File: config.mk
export PLATFORM = sky130hd
export DESIGN_NAME = recursive_mutex_fifo_handoff_core
export DESIGN_NICKNAME = d
export VERILOG_FILES = /design/src/hw/rtl/rmfh_pkg.sv /design/src/hw/rtl/rmfh_wait_queue.sv /design/src/hw/rtl/rmfh_lock_ctrl.sv /design/src/hw/rtl/recursive_mutex_fifo_handoff_core.sv
export SDC_FILE = /design/constraint.sdc
export NUM_CORES = 1
export LEC_CHECK = 0
export BUFFER_PORTS_ARGS = -buffer_cell sky130_fd_sc_hd__buf_2
export CAP_MARGIN = 15
export CORE_ASPECT_RATIO = 0.5
export CORE_MARGIN = 2
export CORE_UTILIZATION = 58
export CTS_BUF_LIST = sky130_fd_sc_hd__clkbuf_16
export DETAILED_ROUTE_END_ITERATION = 6
export PLACE_DENSITY_LB_ADDON = 0.05
export SETUP_SLACK_MARGIN = 0.5
export SYNTH_ARGS = -nofsm -noshare
export SYNTH_HDL_FRONTEND = slang
export SYNTH_HIERARCHICAL = 1
export SYNTH_SLANG_ARGS = --single-unit
File: constraint.sdc
create_clock -name aclk -period 12.37 [get_ports aclk]
set_input_delay 0.6185 -clock aclk [delete_from_list [all_inputs] [get_ports aclk]]
set_output_delay 0.6185 -clock aclk [all_outputs]
set_load 0.02 [all_outputs]
File: src/hw/rtl/rmfh_pkg.sv
// Shared types and codes for the recursive mutex lock manager.
// No dependencies; imported by every module of the block.
package rmfh_pkg;

    // Width of the nesting counter and of the nest_depth field
    localparam int NEST_W = 8;

    // Request kinds carried on the input tuser bit
    localparam logic ACTION_ACQUIRE = 1'b0;
    localparam logic ACTION_RELEASE = 1'b1;

    // Result status codes
    localparam logic [1:0] STATUS_OK         = 2'd0;
    localparam logic [1:0] STATUS_NEST_LIMIT = 2'd1;
    localparam logic [1:0] STATUS_NOT_HOLDER = 2'd2;
    localparam logic [1:0] STATUS_QUEUE_FULL = 2'd3;

    // Bit positions of the fixed-width result fields in m_tdata
    localparam int RES_STATUS_LSB = 0;
    localparam int RES_GRANTED    = 2;
    localparam int RES_QUEUED     = 3;
    localparam int RES_WAKE_VALID = 4;
    localparam int RES_WAKE_LSB   = 5;

    // Commands from the lock controller to the wait queue
    typedef struct packed {
        logic push;
        logic pop;
    } queue_cmd_t;

    // Occupancy flags from the wait queue
    typedef struct packed {
        logic empty;
        logic full;
    } queue_stat_t;

endpackage

File: src/hw/rtl/rmfh_wait_queue.sv
// FIFO of waiting thread ids: memory, head/tail pointers and fill count.
// The head entry is prefetched into a register. Depends on rmfh_pkg.
module rmfh_wait_queue #(
    parameter int THREAD_ID_BITS = 8,
    parameter int WAIT_DEPTH     = 16
) (
    input  logic                      aclk,
    input  logic                      aresetn,
    input  rmfh_pkg::queue_cmd_t      cmd,
    input  logic [THREAD_ID_BITS-1:0] push_id,
    output logic [THREAD_ID_BITS-1:0] head_id,
    output rmfh_pkg::queue_stat_t     stat
);
    import rmfh_pkg::*;

    localparam int PTR_W = $clog2(WAIT_DEPTH);
    localparam int CNT_W = $clog2(WAIT_DEPTH + 1);
    localparam logic [PTR_W-1:0] LAST_SLOT = PTR_W'(WAIT_DEPTH - 1);
    localparam logic [CNT_W-1:0] FULL_CNT  = CNT_W'(WAIT_DEPTH);

    logic [THREAD_ID_BITS-1:0] mem [WAIT_DEPTH];

    logic [PTR_W-1:0]          head_reg, head_next;
    logic [PTR_W-1:0]          tail_reg, tail_next;
    logic [CNT_W-1:0]          count_reg, count_next;
    logic [THREAD_ID_BITS-1:0] head_rd_reg;
    logic                      bypass_reg, bypass_next;
    logic [THREAD_ID_BITS-1:0] bypass_id_reg;

    always_comb begin
        head_next  = head_reg;
        tail_next  = tail_reg;
        count_next = count_reg;
        if (cmd.push) begin
            tail_next  = (tail_reg == LAST_SLOT) ? '0 : tail_reg + 1'b1;
            count_next = count_reg + 1'b1;
        end
        if (cmd.pop) begin
            head_next  = (head_reg == LAST_SLOT) ? '0 : head_reg + 1'b1;
            count_next = count_reg - 1'b1;
        end
        // a write landing on the slot being fetched must be forwarded
        bypass_next = cmd.push && (tail_reg == head_next);
    end

    always_ff @(posedge aclk) begin
        if (!aresetn) begin
            head_reg   <= '0;
            tail_reg   <= '0;
            count_reg  <= '0;
            bypass_reg <= 1'b0;
        end else begin
            head_reg   <= head_next;
            tail_reg   <= tail_next;
            count_reg  <= count_next;
            bypass_reg <= bypass_next;
        end
    end

    always_ff @(posedge aclk) begin
        if (cmd.push) begin
            mem[tail_reg] <= push_id;
        end
        head_rd_reg   <= mem[head_next];
        bypass_id_reg <= push_id;
    end

    assign head_id    = bypass_reg ? bypass_id_reg : head_rd_reg;
    assign stat.empty = (count_reg == '0);
    assign stat.full  = (count_reg == FULL_CNT);

endmodule

File: src/hw/rtl/rmfh_lock_ctrl.sv
// Owner, nesting count and grant/queue/handoff decision for one request.
// Drives the wait queue commands. Depends on rmfh_pkg.
module rmfh_lock_ctrl #(
    parameter int THREAD_ID_BITS = 8,
    parameter int MAX_NEST       = 255
) (
    input  logic                        aclk,
    input  logic                        aresetn,
    input  logic                        item_valid,
    input  logic                        action,
    input  logic [THREAD_ID_BITS-1:0]   tid,
    input  logic                        recursive,
    input  rmfh_pkg::queue_stat_t       q_stat,
    input  logic [THREAD_ID_BITS-1:0]   q_head_id,
    output rmfh_pkg::queue_cmd_t        q_cmd,
    output logic [1:0]                  status,
    output logic                        granted,
    output logic                        queued,
    output logic                        wake_valid,
    output logic [THREAD_ID_BITS-1:0]   wake_thread,
    output logic [rmfh_pkg::NEST_W-1:0] nest_depth
);
    import rmfh_pkg::*;

    localparam logic [NEST_W-1:0] NEST_MAX = NEST_W'(MAX_NEST);
    localparam logic [NEST_W-1:0] NEST_ONE = NEST_W'(1);

    logic                      holder_valid_reg, holder_valid_next;
    logic [THREAD_ID_BITS-1:0] holder_id_reg, holder_id_next;
    logic [NEST_W-1:0]         nest_reg, nest_next;
    logic [NEST_W-1:0]         limit;
    logic                      is_holder;

    always_comb begin
        holder_valid_next = holder_valid_reg;
        holder_id_next    = holder_id_reg;
        nest_next         = nest_reg;
        q_cmd             = '0;
        status            = STATUS_OK;
        granted           = 1'b0;
        queued            = 1'b0;
        wake_valid        = 1'b0;
        wake_thread       = '0;
        limit             = recursive ? NEST_MAX : NEST_ONE;
        is_holder         = holder_valid_reg && (holder_id_reg == tid);

        if (action == ACTION_ACQUIRE) begin
            if (is_holder) begin
                granted = 1'b1;
                if (nest_reg < limit) begin
                    nest_next = nest_reg + 1'b1;
                end else begin
                    status = STATUS_NEST_LIMIT;
                end
            end else if (!holder_valid_reg) begin
                holder_valid_next = 1'b1;
                holder_id_next    = tid;
                nest_next         = NEST_ONE;
                granted           = 1'b1;
            end else if (!q_stat.full) begin
                q_cmd.push = 1'b1;
                queued     = 1'b1;
            end else begin
                status = STATUS_QUEUE_FULL;
            end
        end else begin
            if (!is_holder) begin
                status = STATUS_NOT_HOLDER;
            end else if (nest_reg > NEST_ONE) begin
                nest_next = nest_reg - 1'b1;
            end else if (!q_stat.empty) begin
                // hand ownership straight to the oldest waiter
                holder_id_next = q_head_id;
                nest_next      = NEST_ONE;
                q_cmd.pop      = 1'b1;
                wake_valid     = 1'b1;
                wake_thread    = q_head_id;
            end else begin
                holder_valid_next = 1'b0;
                nest_next         = '0;
            end
        end

        nest_depth = holder_valid_next ? nest_next : '0;

        // hold all state when no transaction advances
        if (!item_valid) begin
            holder_valid_next = holder_valid_reg;
            holder_id_next    = holder_id_reg;
            nest_next         = nest_reg;
            q_cmd             = '0;
        end
    end

    always_ff @(posedge aclk) begin
        if (!aresetn) begin
            holder_valid_reg <= 1'b0;
            holder_id_reg    <= '0;
            nest_reg         <= '0;
        end else begin
            holder_valid_reg <= holder_valid_next;
            holder_id_reg    <= holder_id_next;
            nest_reg         <= nest_next;
        end
    end

endmodule

File: src/hw/rtl/recursive_mutex_fifo_handoff_core.sv
// Top level of the recursive mutex lock manager with FIFO wait queue.
// Depends on rmfh_pkg, rmfh_lock_ctrl and rmfh_wait_queue.
//
// Usage:
//   Requests enter on the s_ stream: s_tuser is the action (0 acquire,
//   1 release), s_tdata carries the thread id. Every request produces
//   exactly one result on the m_ stream, in request order.
//   cfg_we/cfg_wdata set the recursive bit; write it only while idle.
// Timing:
//   A request is registered in the input register on acceptance and its result
//   is then registered in the output register, which drives m_tvalid.
//   One request per cycle is sustained while m_tready stays high: lock state
//   and queue pointers are updated together, and the queue head is prefetched
//   from the wait memory so that a handoff needs no separate read.
// Reset:
//   aresetn low frees the lock, empties the wait queue, clears the
//   recursive bit and drops both valid flags. No clearing pass is needed.
// Stall:
//   While m_tready is low the result holds; one more request is taken into
//   the input register, then s_tready drops until the result drains.
module recursive_mutex_fifo_handoff_core #(
    parameter int THREAD_ID_BITS = 8,
    parameter int WAIT_DEPTH     = 16,
    parameter int MAX_NEST       = 255
) (
    input  logic                                          aclk,
    input  logic                                          aresetn,
    // configuration
    input  logic                                          cfg_we,
    input  logic                                          cfg_wdata,
    // request stream
    input  logic                                          s_tvalid,
    output logic                                          s_tready,
    // tdata: thread_id
    input  logic [((THREAD_ID_BITS + 7) / 8) * 8 - 1:0]   s_tdata,
    // tuser: action
    input  logic                                          s_tuser,
    // result stream
    output logic                                          m_tvalid,
    input  logic                                          m_tready,
    // tdata: status[1:0], granted, queued, wake_valid, wake_thread, nest_depth
    output logic [((THREAD_ID_BITS + 20) / 8) * 8 - 1:0]  m_tdata
);
    import rmfh_pkg::*;

    localparam int M_TDATA_W = ((THREAD_ID_BITS + 20) / 8) * 8;
    localparam int NEST_LSB  = RES_WAKE_LSB + THREAD_ID_BITS;

    logic                      recursive_reg;
    logic                      in_valid_reg;
    logic                      in_action_reg;
    logic [THREAD_ID_BITS-1:0] in_tid_reg;
    logic                      out_valid_reg;
    logic [M_TDATA_W-1:0]      out_data_reg, out_data_next;
    logic                      advance;
    logic                      s_accept;

    queue_cmd_t                q_cmd;
    queue_stat_t               q_stat;
    logic [THREAD_ID_BITS-1:0] q_head_id;

    logic [1:0]                res_status;
    logic                      res_granted;
    logic                      res_queued;
    logic                      res_wake_valid;
    logic [THREAD_ID_BITS-1:0] res_wake_thread;
    logic [NEST_W-1:0]         res_nest_depth;

    assign advance  = in_valid_reg && (!out_valid_reg || m_tready);
    assign s_tready = !in_valid_reg || advance;
    assign s_accept = s_tvalid && s_tready;

    always_ff @(posedge aclk) begin
        if (!aresetn) begin
            recursive_reg <= 1'b0;
            in_valid_reg  <= 1'b0;
            out_valid_reg <= 1'b0;
        end else begin
            if (cfg_we) begin
                recursive_reg <= cfg_wdata;
            end
            if (s_accept) begin
                in_valid_reg <= 1'b1;
            end else if (advance) begin
                in_valid_reg <= 1'b0;
            end
            if (advance) begin
                out_valid_reg <= 1'b1;
            end else if (m_tready) begin
                out_valid_reg <= 1'b0;
            end
        end
    end

    always_ff @(posedge aclk) begin
        if (s_accept) begin
            in_action_reg <= s_tuser;
            in_tid_reg    <= s_tdata[THREAD_ID_BITS-1:0];
        end
        if (advance) begin
            out_data_reg <= out_data_next;
        end
    end

    rmfh_lock_ctrl #(
        .THREAD_ID_BITS (THREAD_ID_BITS),
        .MAX_NEST       (MAX_NEST)
    ) u_lock_ctrl (
        .aclk        (aclk),
        .aresetn     (aresetn),
        .item_valid  (advance),
        .action      (in_action_reg),
        .tid         (in_tid_reg),
        .recursive   (recursive_reg),
        .q_stat      (q_stat),
        .q_head_id   (q_head_id),
        .q_cmd       (q_cmd),
        .status      (res_status),
        .granted     (res_granted),
        .queued      (res_queued),
        .wake_valid  (res_wake_valid),
        .wake_thread (res_wake_thread),
        .nest_depth  (res_nest_depth)
    );

    rmfh_wait_queue #(
        .THREAD_ID_BITS (THREAD_ID_BITS),
        .WAIT_DEPTH     (WAIT_DEPTH)
    ) u_wait_queue (
        .aclk    (aclk),
        .aresetn (aresetn),
        .cmd     (q_cmd),
        .push_id (in_tid_reg),
        .head_id (q_head_id),
        .stat    (q_stat)
    );

    always_comb begin
        out_data_next                                    = '0;
        out_data_next[RES_STATUS_LSB +: 2]               = res_status;
        out_data_next[RES_GRANTED]                       = res_granted;
        out_data_next[RES_QUEUED]                        = res_queued;
        out_data_next[RES_WAKE_VALID]                    = res_wake_valid;
        out_data_next[RES_WAKE_LSB +: THREAD_ID_BITS]    = res_wake_thread;
        out_data_next[NEST_LSB +: NEST_W]                = res_nest_depth;
    end

    assign m_tvalid = out_valid_reg;
    assign m_tdata  = out_data_reg;

endmodule

# After elaboration in Yosys (flattened, before gate mapping)
# Memories as Yosys holds them, arrays and structs flattened. A register that Yosys moved wholly into a read port is not among the register bits.
# Cells that the tools add are included.
[word_totals]
mem_count = 1
wordCells = 100
inputBits = 15
ram_bits = 128
output_inout_bits = 26
register_bits = 72
[mem_list]
columns = ["memory", "words", "word_bits", "read_ports", "rd_ports_with_merged_regs", "wr", "line_no", "source"]
rows = [
  ["u_wait_queue.mem", 16, 8, 1, 1, 1, "rmfh_wait_queue.sv:21", "logic [THREAD_ID_BITS-1:0] mem [WAIT_DEPTH];"],
]
[op_classes]
n_lt_le_gt_ge = 2
bitwise = 2
n_eq_ne = 10
reduce_logical = 14
addsub = 6
mux = 48
[ops]
columns = ["operator", "count"]
rows = [
  ["$mux 8", 14],
  ["$mux 1", 23],
  ["$mux 2", 6],
  ["$mux 4", 3],
  ["$mux 5", 2],
  ["$add 4x1->4 const B", 2],
  ["$add 8x1->8 const B", 1],
  ["$eq 4x4->1 const B", 2],
  ["$eq 8x8->1", 1],
  ["$gt 8x1->1 const B", 1],
  ["$lt 8x8->1", 1],
  ["$ne 2x2->1 const B", 4],
  ["$sub 8x1->8 const B", 1],
  ["$reduce_and 6->1", 1],
  ["$reduce_bool 2->1", 3],
  ["$add 5x1->5 const B", 1],
  ["$eq 5x5->1 const B", 1],
  ["$logic_not 5->1", 1],
  ["$sub 5x1->5 const B", 1],
  ["$eq 4x4->1", 1],
  ["$logic_and 1x1->1", 4],
  ["$reduce_or 4->1", 1],
  ["$logic_not 1->1", 2],
  ["$logic_or 1x1->1", 2],
  ["other kinds (2)", 3],
]

# Logic depth before layout (Yosys ltp)
# Gate-level depths: netlist of the first run.
[depth]
ltp_word = 9
mapped_depth = 13
depth_no_buf = 11

# By module
# Netlist of the first run, hierarchy kept.
[by_module_without_submodules]
columns = ["module", "n_inst", "area_per_inst_um2", "seq_area_each_um2", "cells_each"]
rows = [
  ["rmfh_wait_queue", 1, 6800.3, 4444.3, 448],
  ["rmfh_lock_ctrl", 1, 1938.1, 340.3, 253],
  ["recursive_mutex_fifo_handoff_core", 1, 1067.3, 960.9, 46],
]

# Least setup slack after synthesis of the first run
# No wires, ideal clock.
[synth_timing]
path_kind = "input to register"
from = "in m_tready"
to = "reg u_wait_queue.head_rd_reg[0], read port of u_wait_queue.mem"
t_arrival_ns = 4.859
path_buffers = 4
setup_slack_ns = 7.393
t_required_ns = 12.252
setup_ns = 0.118
cell_stages = 11
path_cell_list = "nor2b_4 -> nor2b_1 -> buf_6 -> clkbuf_1 -> inv_1 -> nor4_1 -> buf_2 -> mux2i_2 -> buf_2 -> mux4_2 -> o2111a_1"
[synth_rtl]
columns = ["element", "line_no", "source"]
rows = [
  ["start, declared", "recursive_mutex_fifo_handoff_core.sv:40", "input logic m_tready,"],
  ["end, declared", "rmfh_wait_queue.sv:26", "logic [THREAD_ID_BITS-1:0] head_rd_reg;"],
]

==> results of run 1 <==
==> power groups by stage <==
stage          Clock, W  Combinational [W]  Sequential, W
2_1_floorplan         0          0.0000375       0.000786
3_3_place_gp          0          0.0000526       0.000788
3_5_place_dp          0          0.0000534       0.000788
4_1_cts        0.000587          0.0000536       0.000773
5_1_grt        0.000617          0.0000588       0.000775
6_report       0.000579          0.0000540       0.000773
==> worst paths after layout <==
path                                                    end
worst min-delay path                          in_tid_reg[7]
worst max register to register  u_wait_queue/head_rd_reg[3]
worst max-delay path            u_wait_queue/head_rd_reg[3]
worst min register to register    u_wait_queue/count_reg[3]
==> critical path, cell delays in order, from the launching register on <==
cell and delay, ns:
edfxtp_1 0.75, xor2_1 0.20, nor4_4 0.57, nand3_1 0.52, nor4_2 0.35, buf_4 0.56, nand2b_1 0.19, o21a_1 0.12
buf_4 0.33, mux4_1 0.62, or2_0 0.28, o2111a_1 0.18
==> cell usage in the layout (no fill, tap or decap), types with 9 or more instances in the layout <==
cell / synthesis / routed
clkbuf_16: 0 / 20
nor2_1: 65 / 64
mux2i_1: 45 / 45
nor3_1: 13 / 13
nand2_1: 21 / 21
and2_1: 28 / 28
a221oi_1: 32 / 32
xor2_1: 12 / 12
o21ai_0: 10 / 10
dfxtp_1: 50 / 49
edfxtp_1: 158 / 158
buf_4: 3 / 9
xnor2_1: 11 / 11
buf_2: 13 / 37
a22oi_1: 16 / 16
a21oi_1: 28 / 28
inv_1: 16 / 21
ha_1: 18 / 18
==> metrics by stage <==
step | setup WS (ns) | utilization | cells | area [µm²]
2_1_floorplan | 7.39 | - | 749 | 9810
3_3_place_gp | 7.72 | 0.613 | 974 | 10100
3_5_place_dp | 7.62 | 0.613 | 974 | 10100
4_1_cts | 7.57 | 0.651 | 1010 | 10700
5_1_grt | 7.21 | 0.651 | 1010 | 10700
6_report | 7.55 | 0.651 | 1010 | 10700
==> routing by layer <==
layer  part of all wire  up-vias
met5                  0        -
met3              0.086       46
met4              0.023        0
met1               0.44     3234
li1                   -     2965
met2               0.45      277
==> cell type report <==
cell class / instances / area [µm²] / area share
clock inverters: 16 / 119 / 0.0111
repair buffers: 46 / 253 / 0.0236
well taps: 227 / 284 / 0.0265
clock buffers: 20 / 500 / 0.0467
multi-input cells: 477 / 3750 / 0.350
inverters: 16 / 60.1 / 0.00560
flip-flops and latches: 208 / 5750 / 0.536
==> logic make-up after synthesis <==
| kind of cell | Yosys count | synth area share |
|---|---|---|
| AO/OA/AOI/OAI | 153 | 0.117 |
| XOR/XNOR | 23 | 0.0205 |
| adder cells (fa/ha/maj) | 19 | 0.0250 |
| buffers and inverters | 64 | 0.0336 |
| flip-flops | 208 | 0.586 |
| multiplexers | 70 | 0.0963 |
| other | 1 | 0.000382 |
| AND/OR/NAND/NOR | 209 | 0.121 |
==> results.txt, run 1 <==
----------------------------------------------------
[STA]
  Tightest slew margin relative to the limit ... 0.354
  Final worst path period need ... ~4.8 ns
  Tightest hold margin ... a little under 0.3 ns
  Final worst clock skew ... approximately 0.019 ns
  Total negative slack ... 0 ns
  Maximum achievable frequency ... between 200 and 250 MHz
  Worst Tran Pin Value ... slightly below 1 ns
  Final number of hold-violating endpoints ... 0
  Fin crit share ... 0.390
  Final count of negative-setup-slack endpoints ... 0
  RSZ-0062 raised after global routing ... false
  Count of final max-slew check failures ... 0

[Finish]
  Ratio of cells with drive above 1 in the final layout ... 0.147
  Largest register FFs ... between 100 and 150
  Area added between synthesis and finish ... 9.30%
  Total number of nets in the final design ... 803
  Number of fill cells in the layout ... around 1200
  Largest register by flop count ... u_wait_queue/mem
  Number of diodes added for antenna fixing ... 0

[Route]
  Initial DRT Pass Iterations ... 6
  Total routed wirelength ... around 22000 µm
  Number of DRC violations after detailed-routing iteration 0 ... slightly below 600
  Via count ... around 6500
  DRC errors left ... 0
  Wirelength per Cell ... between 20 and 25 µm
  Antenna Nets Post-Route ... 0
  Ratio of routed vias to standard cells ... ~6.5

[CTS]
  Max Root-Sink Buffers ... 3
  CTS H-tree lvls ... 1
  Clock slew at reported path FFs ... ~0.060 ns
  CTS Hold Bufs ... 0
  Post-CTS setup buffer count ... 0
  Clock tree from TritonCTS ... done
  Clk sink count ... 208
  Post-cts sizing count ... 0
  Cts bufs inserted ... 20
  Clock latency reported for the late side of the worst-skew pair ... about 0.5 ns
  Clk Tree Root Cell ... clkbuf_16

[Global route]
  Met2 usage ... 0.402
  Total GRT Usage ... 0.252
  First-pass GRT wire length ... 34500 µm
  Via count of the first global-routing pass ... 6099
  Met1 Resource Use GR ... 0.355
  Remaining global-route overflow ... 0
  Fraction of met3 tracks used by global routing ... 0.0572
  Maximum number of pins on one net before global-route repair ... 58
  Global-route layer with the greatest usage ... met2
  Antenna violations before repair ... 0

[Floorplanning]
  Starting density of the core ... 0.595
  Area of the die ... between 15000 and 20000 µm²
  Number of top-level design ports ... 41
  Floorplan die width ... around 190 µm
  Floorplan row count ... 33
  Die Height ... 95.9 µm
  Area of the core ... roughly 16000 µm²

[Min path]
  Hold/Removal Path Class ... primary input to register
  Min-Delay Path Depth ... 1
  Source of the worst hold timing path ... s_tdata[7]

[Pwr]
  Power per cell area ... approximately 130 nW/µm²
  Clock power frac ... 0.412
  Net Sw Power ... 0.000309 W
  Sum of internal, switching and leakage power ... 0.00141 W
  Leakage Power ... 3.75 nW
  Power Internal ... approximately 0.0011 W
  Combinational cell fraction of total power ... 0.038
  Maximum VDD drop ... roughly 0.083 mV
  Part of the total power dissipated in sequential elements ... 0.550
  Share of total power consumed by net switching ... 0.220

[Worst setup path]
  Count of cells along the worst register-to-register path ... 11
  Worst-path maximum fanout ... between 50 and 60
  Startpoint type of the worst setup path ... register
  Worst EP required ... between 10 and 15 ns
  Flop2flop setup slack ... between 7 and 8 ns
  RR Startpoint ... in_tid_reg[6]
  Type of the worst setup path ... register to register
  Type of element capturing the critical path ... register
  Arrival time of data at the critical path endpoint ... approximately 5.2 ns
  Launch point of the worst path ... in_tid_reg[6]

[Logic synthesis]
  Number of storage elements in the synthesis netlist ... 208
  Part of the Yosys area used for sequential elements ... 0.586
  Leading cell types by total area after synthesis ... edfxtp_1, dfxtp_1, mux2i_1
  Number of enable flip-flop cells after synthesis ... about 160
  FFs w/ async S/R, synth ... 0
  Top post-synthesis cells by count ... edfxtp_1, nor2_1, dfxtp_1, mux2i_1, a221oi_1
  Top_reg_cell synth ... edfxtp_1
  Area fraction of the dominant cell type after synthesis ... 0.484
  Largest area contributor in the synthesized netlist ... edfxtp_1
  Warnings, synthesis ... 6
  Most common cell in the netlist ... edfxtp_1
  Gate count after technology mapping ... about 750
  Number of distinct library cell variants in the gate-level netlist after synthesis ... 85
  Syn_area_per_cell ... 13.1 µm²
  Mapped cell area ... ~9800 µm²

[Placement]
  Detail Placement HPWL ... about 15000 µm
  # port buffers ... 37
  Routability-driven placement congestion ratio ... 0.879

[Job]
  Max-Cap Viols ... 0

[Run status]
  Outcome ... complete, no violations

----------------------------------------------------
(Power assumes the default switching activity.)
==> run 2, diff against run 1 <==
- ABC_AREA: not set -> 1
- clock period: 12.37 -> 4.7 ns (I/O delays scaled with it)
==> run 2 against run 1 <==
Against the previous run: final cell count rose by 39%; first-iteration DRC count shrank 13%; via count rose by 18%; maximum frequency increased by 25%; count of clock-buffer cells in the layout is 1 higher; wire length rose by 8.9%; non-clock buffer count is 19 higher; core utilization rose by 0.11 points; clock skew decreased by 0.0089 ns; largest power group unchanged; highest routed layer unchanged; design area increased by 5.3%; sequential power increased to 2.7 times the previous value; sequential cell count unchanged.
==> results.txt, run 2 <==
----------------------------------------------------
[Worst setup path]
  Startpoint type of the worst setup path ... register
  Number of buffer and inverter stages on the critical path ... 4 (+2)
  Arrival time of data at the critical path endpoint ... 4.25 ns (-0.97 ns)
  Slowest library cell on the worst path ... edfxtp_1
  Kind of cell adding the most delay to the critical path ... simple AND/OR/NAND/NOR gates
  Critical path cell sequence ... inv_1 > nand2_1 > nand3_1 > nor2_2 > nand2_2 > nor2_8 > nand4_4 > nor2_1 > buf_4 > nand2_2 > inv_2 > nor2_4 > nand2_2 > buf_4 > nand2_1 > nand3_1 > nand3_1 > nand3_1 > nand2_1
  Worst-path maximum fanout ... 39 (-32%)
  Dominant cell type by count on the critical path ... nand3_1
  Type of element capturing the critical path ... register
  Worst EP required ... 5.08 ns (-7.68 ns)
  Peak per-stage delay on the critical path ... 0.91 ns (+0.16 ns)
  Type of the worst setup path ... register to register

[Logic synthesis]
  Syn_area_per_cell ... 9.16 µm² (-30%)
  Number of enable flip-flop cells after synthesis ... 158 (unchanged)
  Mapped cell area ... 10200 µm² (+4.2%)
  Warnings, synthesis ... 6 (unchanged)
  Part of the Yosys area used for sequential elements ... 0.562 (-0.0236)
  Gate count after technology mapping ... 1115 (+49%)
  Top_reg_cell synth ... edfxtp_1
  Most common cell in the netlist ... nand2_1
  Number of storage elements in the synthesis netlist ... 208 (unchanged)
  Area fraction of the dominant cell type after synthesis ... 0.464 (-0.0195)
  Leading cell types by total area after synthesis ... edfxtp_1, dfxtp_1, nand2_1
  FFs w/ async S/R, synth ... 0 (unchanged)
  Number of distinct library cell variants in the gate-level netlist after synthesis ... 39 (-54%)
  Top post-synthesis cells by count ... nand2_1, nand3_1, edfxtp_1, inv_1, nor2_1
  Largest area contributor in the synthesized netlist ... edfxtp_1

[Pwr]
  Power per cell area ... 342 nW/µm² (+160%)
  Maximum VDD drop ... 0.276 mV (+230%)
  Leakage Power ... 4.89 nW (+30%)

[STA]
  Final worst path period need ... 3.86 ns (-0.962 ns)
  Fin crit share ... 0.822 (+0.432)
  Final number of hold-violating endpoints ... 0 (unchanged)
  Maximum achievable frequency ... 259 MHz (+25%)
  Final count of negative-setup-slack endpoints ... 0 (unchanged)
  Total negative slack ... 0 ns (unchanged)
  Worst Tran Pin Value ... 1.02 ns (+0.0511 ns)
  RSZ-0062 raised after global routing ... false
  Count of final max-slew check failures ... 0 (unchanged)
  Tightest hold margin ... 0.0108 ns (-0.285 ns)
  Final worst clock skew ... 0.0100 ns (-0.00892 ns)
  Tightest slew margin relative to the limit ... 0.320 (-0.0341)

[Min path]
  Hold/Removal Path Class ... primary input to register

[Finish]
  Total number of nets in the final design ... 1190 (+48%)
  Ratio of cells with drive above 1 in the final layout ... 0.109 (-0.0375)
  Largest register FFs ... 128 (unchanged)
  Number of diodes added for antenna fixing ... 0 (unchanged)
  Commonest cells after routing, fill and taps aside ... nand2_1, nand3_1, edfxtp_1
  Most common library cell in the layout ignoring fill and taps ... nand2_1
  Area added between synthesis and finish ... 10.4%
  Largest register by flop count ... u_wait_queue/mem

[Global route]
  Antenna violations before repair ... 0 (unchanged)
  Maximum number of pins on one net before global-route repair ... 65 (+12%)
  First-pass GRT wire length ... 38500 µm (+11%)
  Via count of the first global-routing pass ... 7401 (+21%)
  Remaining global-route overflow ... 0 (unchanged)
  Total GRT Usage ... 0.265 (+0.0131)

[CTS]
  CTS H-tree lvls ... 1 (unchanged)
  Cts bufs inserted ... 20 (unchanged)
  Max Root-Sink Buffers ... 3 (unchanged)
  Clk sink count ... 208 (unchanged)
  Clock slew at reported path FFs ... 0.07 ns (about the same)
  Clock tree from TritonCTS ... done
  Clk Tree Root Cell ... clkbuf_16
  Clock latency reported for the late side of the worst-skew pair ... 0.49 ns (-0.02 ns)

[Floorplanning]
  Starting density of the core ... 0.590 (-0.00509)
  Floorplan die width ... 192 µm (+2.0%)
  Area of the core ... 17300 µm² (+5.1%)
  Number of top-level design ports ... 41 (unchanged)
  Area of the die ... 18800 µm² (+4.1%)
  Die Height ... 97.9 µm (+2.0%)
  Floorplan row count ... 34 (+3.0%)

[Route]
  Number of DRC violations after detailed-routing iteration 0 ... 509 (-13%)
  Antenna Nets Post-Route ... 0 (unchanged)
  Initial DRT Pass Iterations ... 5 (-1)
  Via count ... 7712 (+18%)
  Wirelength per Cell ... 17.4 µm (-22%)
  Ratio of routed vias to standard cells ... 5.49 (-15%)
  DRC errors left ... 0 (unchanged)
  Total routed wirelength ... 24400 µm (+8.9%)

[Placement]
  Routability-driven placement congestion ratio ... 0.961 (+9.3%)
  # port buffers ... 37 (unchanged)
  Detail Placement HPWL ... 15700 µm (+8.0%)

[Job]
  Max-Cap Viols ... 0 (unchanged)

[Run status]
  Outcome ... complete, no violations

----------------------------------------------------
## run 2: what timing repair did
item                                    CTS  global route
hold buffers                             11             0
endpoints found under the hold margin    11             0
gates resized for setup                   0             0
endpoints found under the setup margin    0             8
setup buffers                             0             1
## run 2: worst paths after layout
path	end	start	slack (ns)	cells past startpoint
min reg2reg	in_valid_reg	in_valid_reg	0.50	2
max	u_wait_queue/head_rd_reg[0]	in_tid_reg[1]	0.84	19
max reg2reg	u_wait_queue/head_rd_reg[0]	in_tid_reg[1]	0.84	19
min	recursive_reg	cfg_we	0.01	3
## run 2: through the flow
step	worst slack (ns)	instances	util	area, µm²	power (W)
6_report	0.837	1404	0.652	11300	0.00386
5_1_grt	0.503	1404	0.652	11300	0.00399
4_1_cts	0.772	1403	0.651	11300	0.00388
3_5_place_dp	0.803	1356	0.608	10500	0.00233
3_3_place_gp	0.998	1356	0.608	10500	0.00232
2_1_floorplan	0.937	1117	-	10200	0.00226
## run 2: cell families after synthesis
| kind of cell | after synthesis | synth area share |
|---|---|---|
| simple gates | 592 | 0.269 |
| buf+inv | 213 | 0.0911 |
| mux | 8 | 0.00882 |
| other cells | 1 | 0.000367 |
| xor+xnor | 13 | 0.0111 |
| compound gates | 61 | 0.0333 |
| fa+ha+maj | 19 | 0.0240 |
| flops | 208 | 0.562 |
## run 2: worst reg2reg max path, stage by stage, from the launching register on
cell and delay, ns:
edfxtp_1 0.91, inv_1 0.09, nand2_1 0.10, nand3_1 0.09, nor2_2 0.14, nand2_2 0.18
nor2_8 0.20, nand4_4 0.18, nor2_1 0.28, buf_4 0.26, nand2_2 0.09, inv_2 0.07
nor2_4 0.09, nand2_2 0.10, buf_4 0.39, nand2_1 0.12, nand3_1 0.09, nand3_1 0.13
nand3_1 0.16, nand2_1 0.06
## run 2: area by class of cell
type                       count  area [µm²]
multi-input combinational    696        3560
tap                          234         293
inverter                     165         619
clock buffer                  21         526
clock inverter                15         115
timing repair buffer          65         423
sequential                   208        5750
fill                        1440        6030
## run 2: power breakdown
part	leakage, nW	internal (W)	switching, W
sequential	1.85	0.00201	0.0000469
clock	0.325	0.000874	0.000687
combinational	2.71	0.0000844	0.000163
total	4.89	0.00296	0.000897
## run 2: metal layers
| layer | vias to the layer above | GRT usage | share of wire |
|---|---|---|---|
| met5 | - | 0 | 0 |
| met4 | 0 | 0.0805 | 0.030 |
| met3 | 57 | 0.0424 | 0.063 |
| met2 | 262 | 0.437 | 0.46 |
| met1 | 3664 | 0.364 | 0.44 |
| li1 | 3729 | - | - |
==> run 3, diff against run 2 <==
- clock period: 4.7 -> 3.6 ns (I/O delays scaled with it)
==> run 3 against run 2 <==
Against the previous run: die area did not move; register-to-register slack got worse by 0.26 ns; final cell count rose by 1.5%; sequential cell count did not move; global-route usage rose by 0.81 points; setup slack got worse by 0.26 ns; worst hold slack improved by 0.012 ns; critical path type unchanged; clock power rose by 22%; largest cell class unchanged.
==> results.txt, run 3 (synthesis results as in run 2) <==
----------------------------------------------------
[Worst setup path]
  Critical path cell sequence ... or4_1 > nor2_1 > inv_1 > nand4_4 > nor2_1 > buf_6 > nand4_1 > buf_6 > nand3_1 > nand3_1 > nand3_1 > nand3_1 > nand2_1
  Startpoint type of the worst setup path ... register
  Count of cells along the worst register-to-register path ... 13 (-6)
  Arrival time of data at the critical path endpoint ... 3.41 ns (-0.84 ns)
  Crit Reg-Reg Endpoint ... u_wait_queue/head_rd_reg[2]
  Type of the worst setup path ... register to register
  Flop2flop setup slack ... 0.58 ns (-0.26 ns)
  Type of element capturing the critical path ... register
  RR Startpoint ... u_wait_queue/count_reg[0]
  Peak per-stage delay on the critical path ... 0.59 ns (-0.32 ns)
  Worst EP required ... 3.99 ns (-1.09 ns)
  Dominant cell type by count on the critical path ... nand3_1
  Slowest library cell on the worst path ... or4_1
  Worst-path maximum fanout ... 64 (+64%)

[Route]
  Initial DRT Pass Iterations ... 5 (unchanged)
  Number of DRC violations after detailed-routing iteration 0 ... 758 (+49%)
  Antenna Nets Post-Route ... 0 (unchanged)
  Wirelength per Cell ... 17.6 µm (+1.3%)
  Total routed wirelength ... 25100 µm (+2.8%)
  Ratio of routed vias to standard cells ... 5.47 (-0.34%)
  DRC errors left ... 0 (unchanged)
  Via count ... 7801 (+1.2%)

[Finish]
  Largest register FFs ... 128 (unchanged)
  Fin area ... 11500 µm² (+2.2%)
  Total number of nets in the final design ... 1211 (+1.8%)
  Ratio of cells with drive above 1 in the final layout ... 0.127 (+0.0174)
  Number of fill cells in the layout ... 1411 (-2.0%)
  Area of combinational cells with multiple inputs ... 3610 µm² (+1.4%)
  Commonest cells after routing, fill and taps aside ... nand2_1, nand3_1, edfxtp_1
  Largest register by flop count ... u_wait_queue/mem
  Area added between synthesis and finish ... 12.8%
  Number of diodes added for antenna fixing ... 0 (unchanged)
  Most common library cell in the layout ignoring fill and taps ... nand2_1
  Sequential cell area in the final layout ... 5750 µm² (unchanged)

[STA]
  Fin crit share ... 0.839 (+0.0169)
  Final number of hold-violating endpoints ... 0 (unchanged)
  Tightest slew margin relative to the limit ... 0.521 (+0.201)
  Count of final max-slew check failures ... 0 (unchanged)
  Total negative slack ... 0 ns (unchanged)
  Worst Tran Pin Value ... 0.716 ns (-0.304 ns)
  Final worst path period need ... 3.02 ns (-0.843 ns)
  Tightest hold margin ... 0.0228 ns (+0.0120 ns)
  Final count of negative-setup-slack endpoints ... 0 (unchanged)
  Final worst clock skew ... 0.0184 ns (+0.00842 ns)
  Maximum achievable frequency ... 331 MHz (+28%)
  RSZ-0062 raised after global routing ... true

[CTS]
  Clock tree from TritonCTS ... done
  Clk sink count ... 208 (unchanged)
  CTS H-tree lvls ... 1 (unchanged)
  Clock latency reported for the late side of the worst-skew pair ... 0.50 ns (about the same)
  Clock slew at reported path FFs ... 0.06 ns (about the same)
  Clk Tree Root Cell ... clkbuf_16
  Cts bufs inserted ... 20 (unchanged)
  Max Root-Sink Buffers ... 3 (unchanged)

[Floorplanning]
  Area of the die ... 18800 µm² (unchanged)
  Starting density of the core ... 0.590 (unchanged)
  Floorplan row count ... 34 (unchanged)
  Number of top-level design ports ... 41 (unchanged)
  Floorplan die width ... 192 µm (unchanged)
  Die Height ... 97.9 µm (unchanged)
  Area of the core ... 17300 µm² (unchanged)

[Pwr]
  Maximum VDD drop ... 0.329 mV (+19%)
  Leakage Power ... 5.01 nW (+2.5%)
  Power per cell area ... 427 nW/µm² (+25%)

[Job]
  Max-Cap Viols ... 0 (unchanged)

[Run status]
  Outcome ... complete, no violations

[Global route]
  Antenna violations before repair ... 0 (unchanged)
  Maximum number of pins on one net before global-route repair ... 65 (unchanged)
  Remaining global-route overflow ... 0 (unchanged)
  Total GRT Usage ... 0.273 (+0.00809)
  First-pass GRT wire length ... 39600 µm (+3.0%)
  Via count of the first global-routing pass ... 7480 (+1.1%)

[Min path]
  Endpoint of the worst hold path ... m_tvalid
  Min-Delay Path Depth ... 4 (+1)
  Source of the worst hold timing path ... m_tready
  Hold/Removal Path Class ... primary input to register

[Placement]
  # port buffers ... 37 (unchanged)
  Routability-driven placement congestion ratio ... 0.915 (-4.8%)
  Post-Place Cell Area ... 10600 µm² (+1.1%)
  Detail Placement HPWL ... 15800 µm (+0.33%)

----------------------------------------------------
run 3: cell count changes in the layout (fill, tap and decap cells not counted), moves of 2 or more:
cell           delta
buf_4            +10
buf_12            +4
clkinv_4          -3
nor2_1            -7
clkinv_1          +3
buf_6             +4
dlygate4sd3_1     +2
nand2_2           -2
nor2_2            +6
run 3: layout make-up:
| class | instances | share of cell area |
|---|---|---|
| clock inverter | 16 | 0.00738 |
| sequential | 208 | 0.498 |
| tap | 234 | 0.0254 |
| inverter | 165 | 0.0543 |
| timing repair buffer | 86 | 0.0580 |
| clock buffer | 20 | 0.0434 |
| multi-input combinational | 696 | 0.313 |
run 3: through the flow:
stage	instances	util	setup WS, ns	power, W
finish	1425	0.666	0.581	0.00492
CTS	1423	0.658	0.515	0.00495
floorplan	1117	-	0.500	0.00295
global route	1425	0.666	0.412	0.00510
global placement	1372	0.615	0.356	0.00305
detailed placement	1372	0.615	0.302	0.00305
run 3: worst max path at each step:
stage                     slack (ns)                           to                 startpoint  depth (start not counted)
after floorplan                 0.50  u_wait_queue/head_rd_reg[3]                   m_tvalid                         13
after global placement          0.36  u_wait_queue/head_rd_reg[6]              in_tid_reg[2]                         17
after detailed placement        0.30  u_wait_queue/head_rd_reg[6]              in_tid_reg[6]                         17
after CTS                       0.52  u_wait_queue/head_rd_reg[6]              in_tid_reg[6]                         18
after global routing            0.41  u_wait_queue/head_rd_reg[6]              in_tid_reg[4]                         17
final                           0.58  u_wait_queue/head_rd_reg[2]  u_wait_queue/count_reg[0]                         13
run 3: layer usage:
layer / GRT usage / share of wire / vias up
met4: 0.0675 / 0.026 / 0
met2: 0.447 / 0.46 / 299
li1: - / - / 3772
met5: 0 / 0 / -
met3: 0.0399 / 0.076 / 54
met1: 0.387 / 0.43 / 3676
run 3: power breakdown:
group          switching [W]  internal (W)  total (W)
Sequential         0.0000341       0.00262    0.00265
Clock               0.000883       0.00102    0.00190
Combinational       0.000247      0.000120   0.000367
run 3: timing repair:
item,in CTS,in global routing
endpoints found under the hold margin,11,0
pin swaps,0,2
gates cloned,0,1
setup endpoints to repair,8,64
gates resized for setup,5,24
hold buffers,13,0
setup buffers,2,1
run 3: critical path: cells and delay by family (launching register included):
kind,cells,cell delay [ns]
buf+inv,3,0.74
simple gates,10,1.78
flops,1,0.36
